===== src/sv/lla_pkg.sv =====
// types, constants and state codes shared by the least-loaded row assignment block
package lla_pkg;

    localparam int ITEM_W      = 12;
    localparam int ROW_INDEX_W = 4;
    localparam int ROW_W       = 16;
    localparam int ROW_COUNT_W = 5;
    localparam int PAD_W       = 9;
    localparam int CFG_INDEX_W = 4;
    localparam int CFG_DATA_W  = 9;
    localparam int SUM_W       = ROW_W + 2;

    localparam logic [ROW_W-1:0] WIDTH_LIMIT = 16'hFFFF;

    localparam logic [CFG_INDEX_W-1:0] CFG_ROW_COUNT = 4'd0;
    localparam logic [CFG_INDEX_W-1:0] CFG_PAD_WIDTH = 4'd1;

    typedef struct packed {
        logic [ITEM_W-1:0] item_width;
        logic              last_item;
    } lla_in_t;

    typedef struct packed {
        logic [ROW_INDEX_W-1:0] row_index;
        logic [ROW_W-1:0]       widest_row;
        logic                   run_done;
        logic                   width_overflow;
    } lla_out_t;

    typedef enum logic [2:0] {
        ST_IDLE,
        ST_MIN_SCAN,
        ST_UPDATE,
        ST_MAX_SCAN,
        ST_DONE
    } lla_state_t;

endpackage


===== src/sv/lla_stream_if.sv =====
// valid/ready word channel with source and sink views
interface lla_stream_if #(
    parameter type data_t = logic
);
    logic  valid;
    logic  ready;
    data_t data;

    modport source (output valid, output data, input ready);
    modport sink   (input valid, input data, output ready);
endinterface


===== src/sv/least_loaded_row_assignment_top.sv =====
// least-loaded row assignment: greedy placement of items into rows with one shared comparator
//
//  channel  | dir | word                                            | handshake
//  in_ch    | in  | item_width, last_item                           | valid/ready
//  out_ch   | out | row_index, widest_row, run_done, width_overflow | valid/ready
//  cfg      | in  | cfg_index, cfg_data                             | cfg_we, no stall
//
// each word scans the rows in use for the narrowest row, and the last word of a run also for the widest;
// the scan reads one row width from the row memory and compares it per cycle
// reset clears control state; row widths are marked stale at the first word of a run
// and read back as the padding latched then, so no clearing pass is needed
// in_ch.ready is high only while idle; a result waits in out_ch until taken
module least_loaded_row_assignment_top #(
    parameter int MAX_ROWS = 16
) (
    input  logic                             clk,
    input  logic                             rst_n,
    lla_stream_if.sink                       in_ch,
    lla_stream_if.source                     out_ch,
    input  logic                             cfg_we,
    input  logic [lla_pkg::CFG_INDEX_W-1:0]  cfg_index,
    input  logic [lla_pkg::CFG_DATA_W-1:0]   cfg_data
);
    import lla_pkg::*;

    localparam int IDX_W = (MAX_ROWS > 1) ? $clog2(MAX_ROWS) : 1;
    localparam int CNT_W = $clog2(MAX_ROWS + 1);

    lla_state_t state_reg, state_next;

    logic [ROW_COUNT_W-1:0] row_count_reg;
    logic [PAD_W-1:0]       pad_width_reg;
    logic                   in_run_reg;
    logic                   ovf_reg;
    logic [ITEM_W-1:0]      width_reg;
    logic                   last_reg;
    logic [PAD_W-1:0]       run_pad_reg;
    logic [CNT_W-1:0]       n_reg;
    logic [CNT_W-1:0]       cnt_reg;
    logic                   rd_live_reg;
    logic [IDX_W-1:0]       rd_idx_reg;
    logic [ROW_W-1:0]       rd_data_reg;
    logic                   rd_vbit_reg;
    logic [ROW_W-1:0]       best_val_reg;
    logic [IDX_W-1:0]       best_idx_reg;
    logic [IDX_W-1:0]       row_sel_reg;
    logic [MAX_ROWS-1:0]    valid_reg;

    logic [ROW_W-1:0] row_mem [MAX_ROWS];

    logic             in_accept;
    logic             out_accept;
    logic             issue;
    logic             scan_min;
    logic             mem_we;
    logic [31:0]      n32;
    logic [ROW_W-1:0] rd_val;
    logic [ROW_W-1:0] cmp_a;
    logic [ROW_W-1:0] cmp_b;
    logic             take;
    logic [SUM_W-1:0] sum;
    logic [ROW_W-1:0] sat_sum;
    logic             sum_ovf;

    assign in_accept  = in_ch.valid & in_ch.ready;
    assign out_accept = out_ch.valid & out_ch.ready;

    // rows in use, clamped to one .. MAX_ROWS
    always_comb
    begin
        n32 = {{(32-ROW_COUNT_W){1'b0}}, row_count_reg};
        if (n32 == 32'd0)
        begin
            n32 = 32'd1;
        end
        else if (n32 > 32'(MAX_ROWS))
        begin
            n32 = 32'(MAX_ROWS);
        end
    end

    // shared compare unit: min scan looks for smaller, max scan for larger
    assign rd_val   = rd_vbit_reg ? rd_data_reg : {{(ROW_W-PAD_W){1'b0}}, run_pad_reg};
    assign cmp_a    = scan_min ? rd_val : best_val_reg;
    assign cmp_b    = scan_min ? best_val_reg : rd_val;
    assign take     = (rd_idx_reg == '0) || (cmp_a < cmp_b);

    assign sum      = {2'b00, best_val_reg}
                    + {{(SUM_W-ITEM_W){1'b0}}, width_reg}
                    + {{(SUM_W-PAD_W){1'b0}}, pad_width_reg};
    assign sum_ovf  = (sum[SUM_W-1:ROW_W] != '0);
    assign sat_sum  = sum_ovf ? WIDTH_LIMIT : sum[ROW_W-1:0];

    // next state
    always_comb
    begin
        state_next = state_reg;
        unique case (state_reg)
            ST_IDLE:
            begin
                if (in_accept)
                begin
                    state_next = ST_MIN_SCAN;
                end
            end
            ST_MIN_SCAN:
            begin
                if (cnt_reg == n_reg)
                begin
                    state_next = ST_UPDATE;
                end
            end
            ST_UPDATE:
            begin
                state_next = last_reg ? ST_MAX_SCAN : ST_DONE;
            end
            ST_MAX_SCAN:
            begin
                if (cnt_reg == n_reg)
                begin
                    state_next = ST_DONE;
                end
            end
            ST_DONE:
            begin
                if (out_accept)
                begin
                    state_next = ST_IDLE;
                end
            end
            default:
            begin
                state_next = ST_IDLE;
            end
        endcase
    end

    // control outputs
    always_comb
    begin
        in_ch.ready  = 1'b0;
        out_ch.valid = 1'b0;
        issue        = 1'b0;
        scan_min     = 1'b0;
        mem_we       = 1'b0;
        unique case (state_reg)
            ST_IDLE:
            begin
                in_ch.ready = 1'b1;
            end
            ST_MIN_SCAN:
            begin
                scan_min = 1'b1;
                issue    = (cnt_reg < n_reg);
            end
            ST_UPDATE:
            begin
                mem_we = 1'b1;
            end
            ST_MAX_SCAN:
            begin
                issue = (cnt_reg < n_reg);
            end
            ST_DONE:
            begin
                out_ch.valid = 1'b1;
            end
            default:
            begin
                in_ch.ready = 1'b0;
            end
        endcase
    end

    always_comb
    begin
        out_ch.data.row_index      = ROW_INDEX_W'(row_sel_reg);
        out_ch.data.widest_row     = last_reg ? best_val_reg : '0;
        out_ch.data.run_done       = last_reg;
        out_ch.data.width_overflow = ovf_reg;
    end

    always_ff @(posedge clk or negedge rst_n)
    begin
        if (!rst_n)
        begin
            state_reg <= ST_IDLE;
        end
        else
        begin
            state_reg <= state_next;
        end
    end

    // configuration registers
    always_ff @(posedge clk or negedge rst_n)
    begin
        if (!rst_n)
        begin
            row_count_reg <= ROW_COUNT_W'(1);
            pad_width_reg <= '0;
        end
        else if (cfg_we)
        begin
            if (cfg_index == CFG_ROW_COUNT)
            begin
                row_count_reg <= cfg_data[ROW_COUNT_W-1:0];
            end
            else if (cfg_index == CFG_PAD_WIDTH)
            begin
                pad_width_reg <= cfg_data[PAD_W-1:0];
            end
        end
    end

    // run control and row valid bits
    always_ff @(posedge clk or negedge rst_n)
    begin
        if (!rst_n)
        begin
            in_run_reg  <= 1'b0;
            ovf_reg     <= 1'b0;
            valid_reg   <= '0;
            rd_live_reg <= 1'b0;
            cnt_reg     <= '0;
        end
        else
        begin
            if (in_accept && !in_run_reg)
            begin
                in_run_reg <= 1'b1;
                valid_reg  <= '0;
            end
            if (in_accept || mem_we)
            begin
                cnt_reg     <= '0;
                rd_live_reg <= 1'b0;
            end
            else
            begin
                cnt_reg     <= cnt_reg + CNT_W'(issue);
                rd_live_reg <= issue;
            end
            if (mem_we)
            begin
                valid_reg[best_idx_reg] <= 1'b1;
                if (sum_ovf)
                begin
                    ovf_reg <= 1'b1;
                end
            end
            if (out_accept && last_reg)
            begin
                in_run_reg <= 1'b0;
                ovf_reg    <= 1'b0;
            end
        end
    end

    // datapath
    always_ff @(posedge clk)
    begin
        if (in_accept)
        begin
            width_reg <= in_ch.data.item_width;
            last_reg  <= in_ch.data.last_item;
            n_reg     <= n32[CNT_W-1:0];
            if (!in_run_reg)
            begin
                run_pad_reg <= pad_width_reg;
            end
        end
        rd_idx_reg <= cnt_reg[IDX_W-1:0];
        if (rd_live_reg && take)
        begin
            best_val_reg <= rd_val;
            best_idx_reg <= rd_idx_reg;
        end
        if (mem_we)
        begin
            row_sel_reg <= best_idx_reg;
        end
    end

    // row width memory
    always_ff @(posedge clk)
    begin
        if (mem_we)
        begin
            row_mem[best_idx_reg] <= sat_sum;
        end
        rd_data_reg <= row_mem[cnt_reg[IDX_W-1:0]];
        rd_vbit_reg <= valid_reg[cnt_reg[IDX_W-1:0]];
    end

    a_no_overlap: assert property (@(posedge clk) disable iff (!rst_n)
        out_ch.valid |-> !in_ch.ready)
        else $error("result offered while taking input");

    a_row_in_range: assert property (@(posedge clk) disable iff (!rst_n)
        out_ch.valid |-> (CNT_W'(row_sel_reg) < n_reg))
        else $error("row index outside rows in use");

    a_run_closes: assert property (@(posedge clk) disable iff (!rst_n)
        (out_accept && last_reg) |=> (!in_run_reg && !ovf_reg))
        else $error("run not closed after last word");

    a_scan_bound: assert property (@(posedge clk) disable iff (!rst_n)
        (state_reg == ST_MIN_SCAN || state_reg == ST_MAX_SCAN) |-> (cnt_reg <= n_reg))
        else $error("scan counter past rows in use");

    a_in_run_busy: assert property (@(posedge clk) disable iff (!rst_n)
        in_accept |=> in_run_reg)
        else $error("run not open after accepted word");

endmodule


===== src/flat_wrapper.sv =====
// flat-port wrapper written by rule: the top's interface ports become plain ports
module least_loaded_row_assignment_top_flat import lla_pkg::*;
#(
    parameter int MAX_ROWS = 16
)
  (clk, rst_n, cfg_we, cfg_index, cfg_data, in_ch_valid, in_ch_data, in_ch_ready, out_ch_valid, out_ch_data, out_ch_ready);
  lla_stream_if #(.data_t(lla_in_t)) in_ch_i ();
  lla_stream_if #(.data_t(lla_out_t)) out_ch_i ();
  input  logic clk;
  input  logic rst_n;
  input  logic cfg_we;
  input  logic [lla_pkg::CFG_INDEX_W-1:0] cfg_index;
  input  logic [lla_pkg::CFG_DATA_W-1:0] cfg_data;
  input wire logic [$bits(in_ch_i.valid)-1:0] in_ch_valid;
  input wire logic [$bits(in_ch_i.data)-1:0] in_ch_data;
  output wire logic [$bits(in_ch_i.ready)-1:0] in_ch_ready;
  output wire logic [$bits(out_ch_i.valid)-1:0] out_ch_valid;
  output wire logic [$bits(out_ch_i.data)-1:0] out_ch_data;
  input wire logic [$bits(out_ch_i.ready)-1:0] out_ch_ready;
  assign in_ch_i.valid = in_ch_valid;
  assign in_ch_i.data = in_ch_data;
  assign in_ch_ready = in_ch_i.ready;
  assign out_ch_valid = out_ch_i.valid;
  assign out_ch_data = out_ch_i.data;
  assign out_ch_i.ready = out_ch_ready;
  least_loaded_row_assignment_top #(.MAX_ROWS(MAX_ROWS)) u_core (.clk(clk), .rst_n(rst_n), .in_ch(in_ch_i), .out_ch(out_ch_i), .cfg_we(cfg_we), .cfg_index(cfg_index), .cfg_data(cfg_data));
endmodule

===== config.mk =====
export PLATFORM = sky130hd
export DESIGN_NAME = least_loaded_row_assignment_top_flat
export DESIGN_NICKNAME = d
export VERILOG_FILES = /design/src/sv/lla_pkg.sv /design/src/sv/lla_stream_if.sv /design/src/sv/least_loaded_row_assignment_top.sv /design/src/flat_wrapper.sv
export SDC_FILE = /design/constraint.sdc
export NUM_CORES = 1
export LEC_CHECK = 0
export ABC_CLOCK_PERIOD_IN_PS = 11000
export BUFFER_PORTS_ARGS = -buffer_cell sky130_fd_sc_hd__buf_2
export CORE_ASPECT_RATIO = 2
export CORE_MARGIN = 2
export CORE_UTILIZATION = 65
export DETAILED_ROUTE_END_ITERATION = 16
export PLACE_DENSITY_LB_ADDON = 0.12
export SYNTH_ARGS = -nofsm -noshare
export SYNTH_HDL_FRONTEND = slang
export SYNTH_SLANG_ARGS = --single-unit

===== constraint.sdc =====
create_clock -name clk -period 11 [get_ports clk]
set_clock_uncertainty 0.05 [all_clocks]
set_input_delay 0 -clock clk [delete_from_list [all_inputs] [get_ports clk]]
set_output_delay 0 -clock clk [all_outputs]
set_load 0.1 [all_outputs]

# --- Word-level counts from Yosys, hierarchy flattened ---
# Memories as Yosys holds them, arrays and structs flattened. A register that Yosys moved wholly into a read port is not among the register bits.
# Cells that the tools add are included.
# W data, S select, Z words.
totals:
  reg_bits: 97
  ramBits: 256
  input_bits: 31
  output_inout_bits: 24
  elab_cells: 97
  memories: 1
op_classes:
  n_addsub: 3
  n_lt_le_gt_ge: 6
  n_eq_ne: 10
  mux: 32
  bitwise: 5
  reduce_logical: 22
mem_list:
  columns: ["memory", "words", "width", "read_ports", "rd_clocked_by_memory_dff", "write_ports", "line", "source"]
  rows:
  - ["u_core.row_mem", 16, 16, 1, 1, 1, "least_loaded_row_assignment_top.sv:49", "logic [ROW_W-1:0] row_mem [MAX_ROWS];"]
ops:
  columns: ["cell", "n"]
  rows:
  - ["$mux W16", 7]
  - ["$add A18 B9 Y18", 1]
  - ["$add A16 B12 Y17", 1]
  - ["$lt A16 B16 Y1", 1]
  - ["$or A16 B16 Y16", 1]
  - ["$mux W1", 15]
  - ["$mux W3", 5]
  - ["$pmux W3 S5", 1]
  - ["$lt A4 B5 Y1 const B", 2]
  - ["$mux W5", 2]
  - ["$logic_not A4 Y1", 2]
  - ["$ne A2 B1 Y1 const B", 4]
  - ["$reduce_bool A2 Y1", 4]
  - ["$eq A3 B2 Y1 const B", 2]
  - ["$reduce_and A2 Y1", 3]
  - ["$add A5 B1 Y5", 1]
  - ["$eq A5 B5 Y1", 1]
  - ["$gt A5 B5 Y1 const B", 1]
  - ["$logic_not A5 Y1", 1]
  - ["$lt A5 B5 Y1", 1]
  - ["$bmux W1 S4", 1]
  - ["$demux W1 S4", 1]
  - ["$eq A4 B1 Y1 const B", 1]
  - ["$ge A4 B1 Y1 const B", 1]
  - ["11 further kinds", 18]

# --- Longest topological paths before layout ---
logic_depth:
  depth_word: 7
  ltp_mapped: 17
  ltp_nobuf: 17

# --- Worst setup path after synthesis ---
# No wires, ideal clock.
synth_timing:
  path_kind: "reg2reg"
  startpoint: "register u_core.state_reg[2]"
  endpoint: "register u_core.best_idx_reg[0] (enable)"
  setup_ns: 0.380
  t_arrival_ns: 3.242
  t_required_ns: 10.570
  setup_slack_ns: 7.328
  stages_incl_launch_ff: 17
  path_buffers: 3
  synth_period_minus_slack_ns: 3.672
  path_cell_list: "dfrtp_1 -> buf_2 -> nand2b_1 -> or2_2 -> clkbuf_1 -> clkbuf_1 -> nand2_1 -> o21ai_0 -> ha_1 -> a21oi_1 -> nor2b_1 -> o21ai_0 -> nand2b_1 -> a211oi_1 -> inv_1 -> a311o_1 -> nand3_1"
synth_between:
  elab_chain_len: 6
  elab_cells_between_ends: 7
  classes_between: "order compare (1); eq/ne (1); mux (3); reduce/logical (2)"
synth_lines:
  columns: ["item", "line", "source"]
  rows:
  - ["start: declaration", "least_loaded_row_assignment_top.sv:29", "lla_state_t state_reg, state_next;"]
  - ["start signal: assignment", "least_loaded_row_assignment_top.sv:191", "state_reg <= state_next;"]
  - ["$eq A3 B1 Y1 *", "least_loaded_row_assignment_top.sv:146", "unique case (state_reg)"]
  - ["$mux W1 *", "least_loaded_row_assignment_top.sv:146", null]
  - ["$mux W16, on equally long branches", "least_loaded_row_assignment_top.sv:84, least_loaded_row_assignment_top.sv:85", null]
  - ["$lt A16 B16 Y1 *", "least_loaded_row_assignment_top.sv:86", "assign take = (rd_idx_reg == '0) || (cmp_a < cmp_b);"]
  - ["$logic_or A1 B1 Y1 *", "least_loaded_row_assignment_top.sv:86", null]
  - ["$logic_and A1 B1 Y1 *", "least_loaded_row_assignment_top.sv:274", "if (rd_live_reg && take)"]
  - ["end signal: assignment", "least_loaded_row_assignment_top.sv:277", "best_idx_reg <= rd_idx_reg;"]
  - ["end: declaration", "least_loaded_row_assignment_top.sv:45", "logic [IDX_W-1:0] best_idx_reg;"]
# Mark *: on every way between the ends. The rest lies on a longest branch, timed or not.
# A chain may end at the register's enable or synchronous reset.

# --- Final worst setup path ---
layout_timing:
  startpoint: "register u_core.best_val_reg[0]"
  endpoint: "memory u_core.row_mem[0][3] (data pin)"
layout_between:
  elab_chain_len: 4
layout_lines:
  columns: ["item", "line", "source"]
  rows:
  - ["start: declaration", "least_loaded_row_assignment_top.sv:44", "logic [ROW_W-1:0] best_val_reg;"]
  - ["start signal: assignment", "least_loaded_row_assignment_top.sv:276", "best_val_reg <= rd_val;"]
  - ["$add A16 B12 Y17 *", "least_loaded_row_assignment_top.sv:89", "+ {{(SUM_W-ITEM_W){1'b0}}, width_reg}"]
  - ["$add A18 B9 Y18 *", "least_loaded_row_assignment_top.sv:90", "+ {{(SUM_W-PAD_W){1'b0}}, pad_width_reg};"]
  - ["$reduce_bool A2 Y1", "least_loaded_row_assignment_top.sv:91", "assign sum_ovf = (sum[SUM_W-1:ROW_W] != '0);"]
  - ["$mux W16 *", "least_loaded_row_assignment_top.sv:92", "assign sat_sum = sum_ovf ? WIDTH_LIMIT : sum[ROW_W-1:0];"]
  - ["named net u_core.sat_sum[3]", "least_loaded_row_assignment_top.sv:62", "logic [ROW_W-1:0] sat_sum;"]
  - ["end: declaration", "least_loaded_row_assignment_top.sv:49", null]
# The timed path passes the listed nets; every way through them passes the cells marked *.

==> results.sh <==
export IMPL_timing_max_cap_violations=0
export IMPL_type_of_the_worst_setup_path="reg2reg"
export IMPL_cts_repair_timing_setup_buffer_count=0
export IMPL_fp_dieArea_mm2=0.0257
export IMPL_ys_ff_latch=369
export IMPL_final_max_slew_viol_count=0
export IMPL_rsz0062_at_grt="false"
export IMPL_drive_above_1_share=0.243
export IMPL_ff_latch_area_mm2=0.0107
export IMPL_worst_endpoint_arrival_ps=4680
export IMPL_tritoncts="built"
export IMPL_critical_path_required_ps=11110
export IMPL_count_of_warnings_emitted_by_yosys=0
export IMPL_num_fill_cells=1417
export IMPL_row_count=80
export IMPL_top_usage_layer="met2"
export IMPL_synth_seq_area_share=0.674
export IMPL_delay_of_the_slowest_critical_path_stage_ps=610
export IMPL_yosys_area_top_type_share=0.583
export IMPL_fin_worst_hold_slack_ps=-8.33
export IMPL_die_w_um=114
export IMPL_finalInstanceArea_mm2=0.0178
export IMPL_cellPowerDensity_mw_per_mm2=332
export IMPL_tritoncts_num_buffers=30
export IMPL_number_of_antenna_violations_at_the_first_check_in_global_routing=0
export IMPL_preCtsSetupSlack_ps=6410
export IMPL_max_clk_rate_mhz=219
export IMPL_violations_in_the_final_reports="hold timing"
export IMPL_synth_area_top_cells="edfxtp_1 (58%), mux4_2 (12%), dfrtp_1 (6.3%), ha_1 (3.6%), dfxtp_1 (2.7%)"
export IMPL_vias_per_cell=6.54
export IMPL_final_net_count=1134
export IMPL_layout_min_cycle_time_ps=4560
export IMPL_ant_nets=0
export IMPL_crit_path_cell_trace="ha_1 > inv_1 > fa_1 > nand2b_1 > nand2b_1 > a21oi_1 > xnor2_1 > ha_1 > nand2_1 > o211ai_1 > a31oi_1 > o21bai_1 > a21o_1 > and2b_1 > a41oi_4 > o21ai_1"
export IMPL_post_syn_nets=1036
export IMPL_cellLeakagePower_nw=6.60
export IMPL_mappedNetlistArea_mm2=0.0158
export IMPL_clk_root_buffer_cell="clkbuf_16"
export IMPL_dp_hpwl_um=22100
export IMPL_first_global_vias=9020
export IMPL_global_route_usage_met2=0.518
export IMPL_post_route_drc_count=0
export IMPL_design_core_area_mm2=0.0239
export IMPL_worst_slew_pin_transition_ps=1260
export IMPL_setup_ws_ps=6440
export IMPL_cts_clk_slew_worst_paths_ps=70
export IMPL_grt_remaining_overflow=0
export IMPL_synth_largest_area_cell="edfxtp_1"
export IMPL_clock_tree_htree_level_count=1
export IMPL_max_slew_margin_rel=0.154
export IMPL_gr_usage_met1=0.349
export IMPL_port_buffers=54
export IMPL_run_status="finished with violations"
export IMPL_synth_enable_flop_cells=307
export IMPL_quantity_of_gates_resized_following_cts=0
export IMPL_n_antenna_cell=0
export IMPL_hold_viol=5
export IMPL_setup_total_neg_slack_ps=0
export IMPL_die_h_um=225
export IMPL_share_of_the_cycle_needed_by_the_critical_path_after_routing=0.415
export IMPL_cts_num_sinks=369
export IMPL_drtPass1Iterations=5
export IMPL_total_routing_usage_gr=0.293
export IMPL_min_path_type="in2async"
export IMPL_share_of_flip_flops_with_an_asynchronous_set_or_reset=0.111
export IMPL_synth_lib_cells_used_distinct=62
export IMPL_setup_viol_count_final=0
export IMPL_multi_input_comb_area_mm2=0.00488
export IMPL_crit_path_end_kind="flip-flop"
export IMPL_ctsLongestPathBuffers=3
export IMPL_main_synth_ff_type="edfxtp_1"
export IMPL_place_area_mm2=0.0165
export IMPL_synth_common_cells="edfxtp_1 (307), mux4_2 (85), nand2_1 (62)"
export IMPL_path_max_fanout=16
export IMPL_drtIter0Drc=670
export IMPL_crit_path_start_kind="flip-flop"
export IMPL_grt_start_max_net_pins=56
export IMPL_grt_first_pass_wirelength_um=53700
export IMPL_clock_insertion_delay_worst_skew_ps=570
export IMPL_crit_path_top_delay_cell="a41oi_4"
export IMPL_gp_congestion=0.872
export IMPL_start_util=0.661
export IMPL_detail_route_wirelength_um=36200
export IMPL_vias=8945
export IMPL_syn_instance_count=958
export IMPL_grt_met3_usage=0.0385
export IMPL_syn_to_final_growth_pct=12.8
export IMPL_post_synth_cell_area_avg_um2=16.5
export IMPL_dominant_cell_by_count_in_the_synthesized_netlist="edfxtp_1"
export IMPL_registers_top_by_ff_count="u_core.row_mem"
export IMPL_post_drt_wl_per_cell_um=26.5
export IMPL_ioPinCount=55
export IMPL_largest_register_ff_count=256
export IMPL_power_ir_vdd_worst_mv=0.174
## through the flow
step                      hold slack (ps)   util  total power, mW  std cells
after floorplan                      -346      -             4.13        958
after global placement               62.5  0.690             4.73       1283
after detailed placement             68.4  0.690             4.80       1283
after CTS                            14.7  0.746             5.94       1367
after global routing                 64.4  0.746             6.22       1367
final                               -8.33  0.746             5.93       1367
## repair_timing
| action | CTS | global route |
|---|---|---|
| hold buffers | 28 | 0 |
| hold endpoints to repair | 77 | 0 |
| endpoints found under the setup margin | 0 | 0 |
## per-layer routing
| metal | vias to the layer above | routed length [um] |
|---|---|---|
| li1 | 3902 | - |
| met1 | 4563 | 12900 |
| met2 | 364 | 19600 |
| met3 | 116 | 1920 |
| met4 | 0 | 1890 |
| met5 | - | 0 |
## layout make-up
cell class | count | area share
clock buffers | 35 | 0.0454
clock inverters | 21 | 0.0137
inverters | 41 | 0.00862
multi-input cells | 508 | 0.273
flip-flops and latches | 369 | 0.598
well taps | 287 | 0.0201
repair buffers | 106 | 0.0409
## critical path, delay by kind of cell (launching register included)
kind	cells	cell delay [ps]
simple gates	4	640
flops	1	380
compound gates	7	1890
fa+ha+maj	3	970
buf+inv	1	70
xor+xnor	1	140
## report_power, final
part           switching (mW)  internal, mW  total, mW  leakage [nW]
clock                   0.490         0.647       1.14         0.505
combinational            1.53         0.810       2.34          2.60
sequential              0.173          2.29       2.46          3.49
total                    2.19          3.74       5.93          6.60
## final timing paths
path | start | endpoint | slack (ps) | cells after the start
max in group asynchronous | rst_n | u_core.cnt_reg[0] | 10470 | 3
worst min-delay path | rst_n | u_core.valid_reg[6] | -8 | 3
worst max-delay path | u_core.best_val_reg[0] | u_core.row_mem[0][3] | 6440 | 16
worst max register to register | u_core.best_val_reg[0] | u_core.row_mem[0][3] | 6440 | 16
min in group clk | in_ch_data[6] | u_core.width_reg[5] | 90 | 2
worst min register to register | u_core.rd_idx_reg[1] | u_core.best_idx_reg[1] | 380 | 0
## kinds of logic after synthesis
logic type | count (synthesis) | synth area share
adder cells (fa/ha/maj) | 47 | 0.0381
multiplexers | 108 | 0.137
AO/OA/AOI/OAI | 134 | 0.0583
flip-flops | 369 | 0.674
AND/OR/NAND/NOR | 196 | 0.0590
XOR/XNOR | 23 | 0.0132
buffers and inverters | 81 | 0.0207
## cells in the final DEF (no fill, tap or decap), types with 5 or more instances in the layout
cell type      Yosys  layout
mux4_2            85      85
a21oi_1           29      29
a21o_1            23      23
o21ai_0           35      35
xor2_1             7       7
nand2_1           62      62
dlygate4sd3_1      0      28
mux2i_1           10      10
buf_2             10      54
ha_1              45      45
and3_1             6       6
dfrtp_1           40      38
clkinvlp_4         0       5
and2_1            21      21
xnor2_1           15      15
buf_4              3      24
nor3_1            17      13
nand3_1           17      17
bufinv_16          0       5
nor2_1            45      33
inv_1             41      41
nand2b_1          11      11
o211ai_1           5       5
dfxtp_1           21      21
nor2_2             0      12
mux2_2            13      13
clkbuf_16          0      31
clkinv_2           0       5
edfxtp_1         307     307
(Power assumes the default switching activity.)
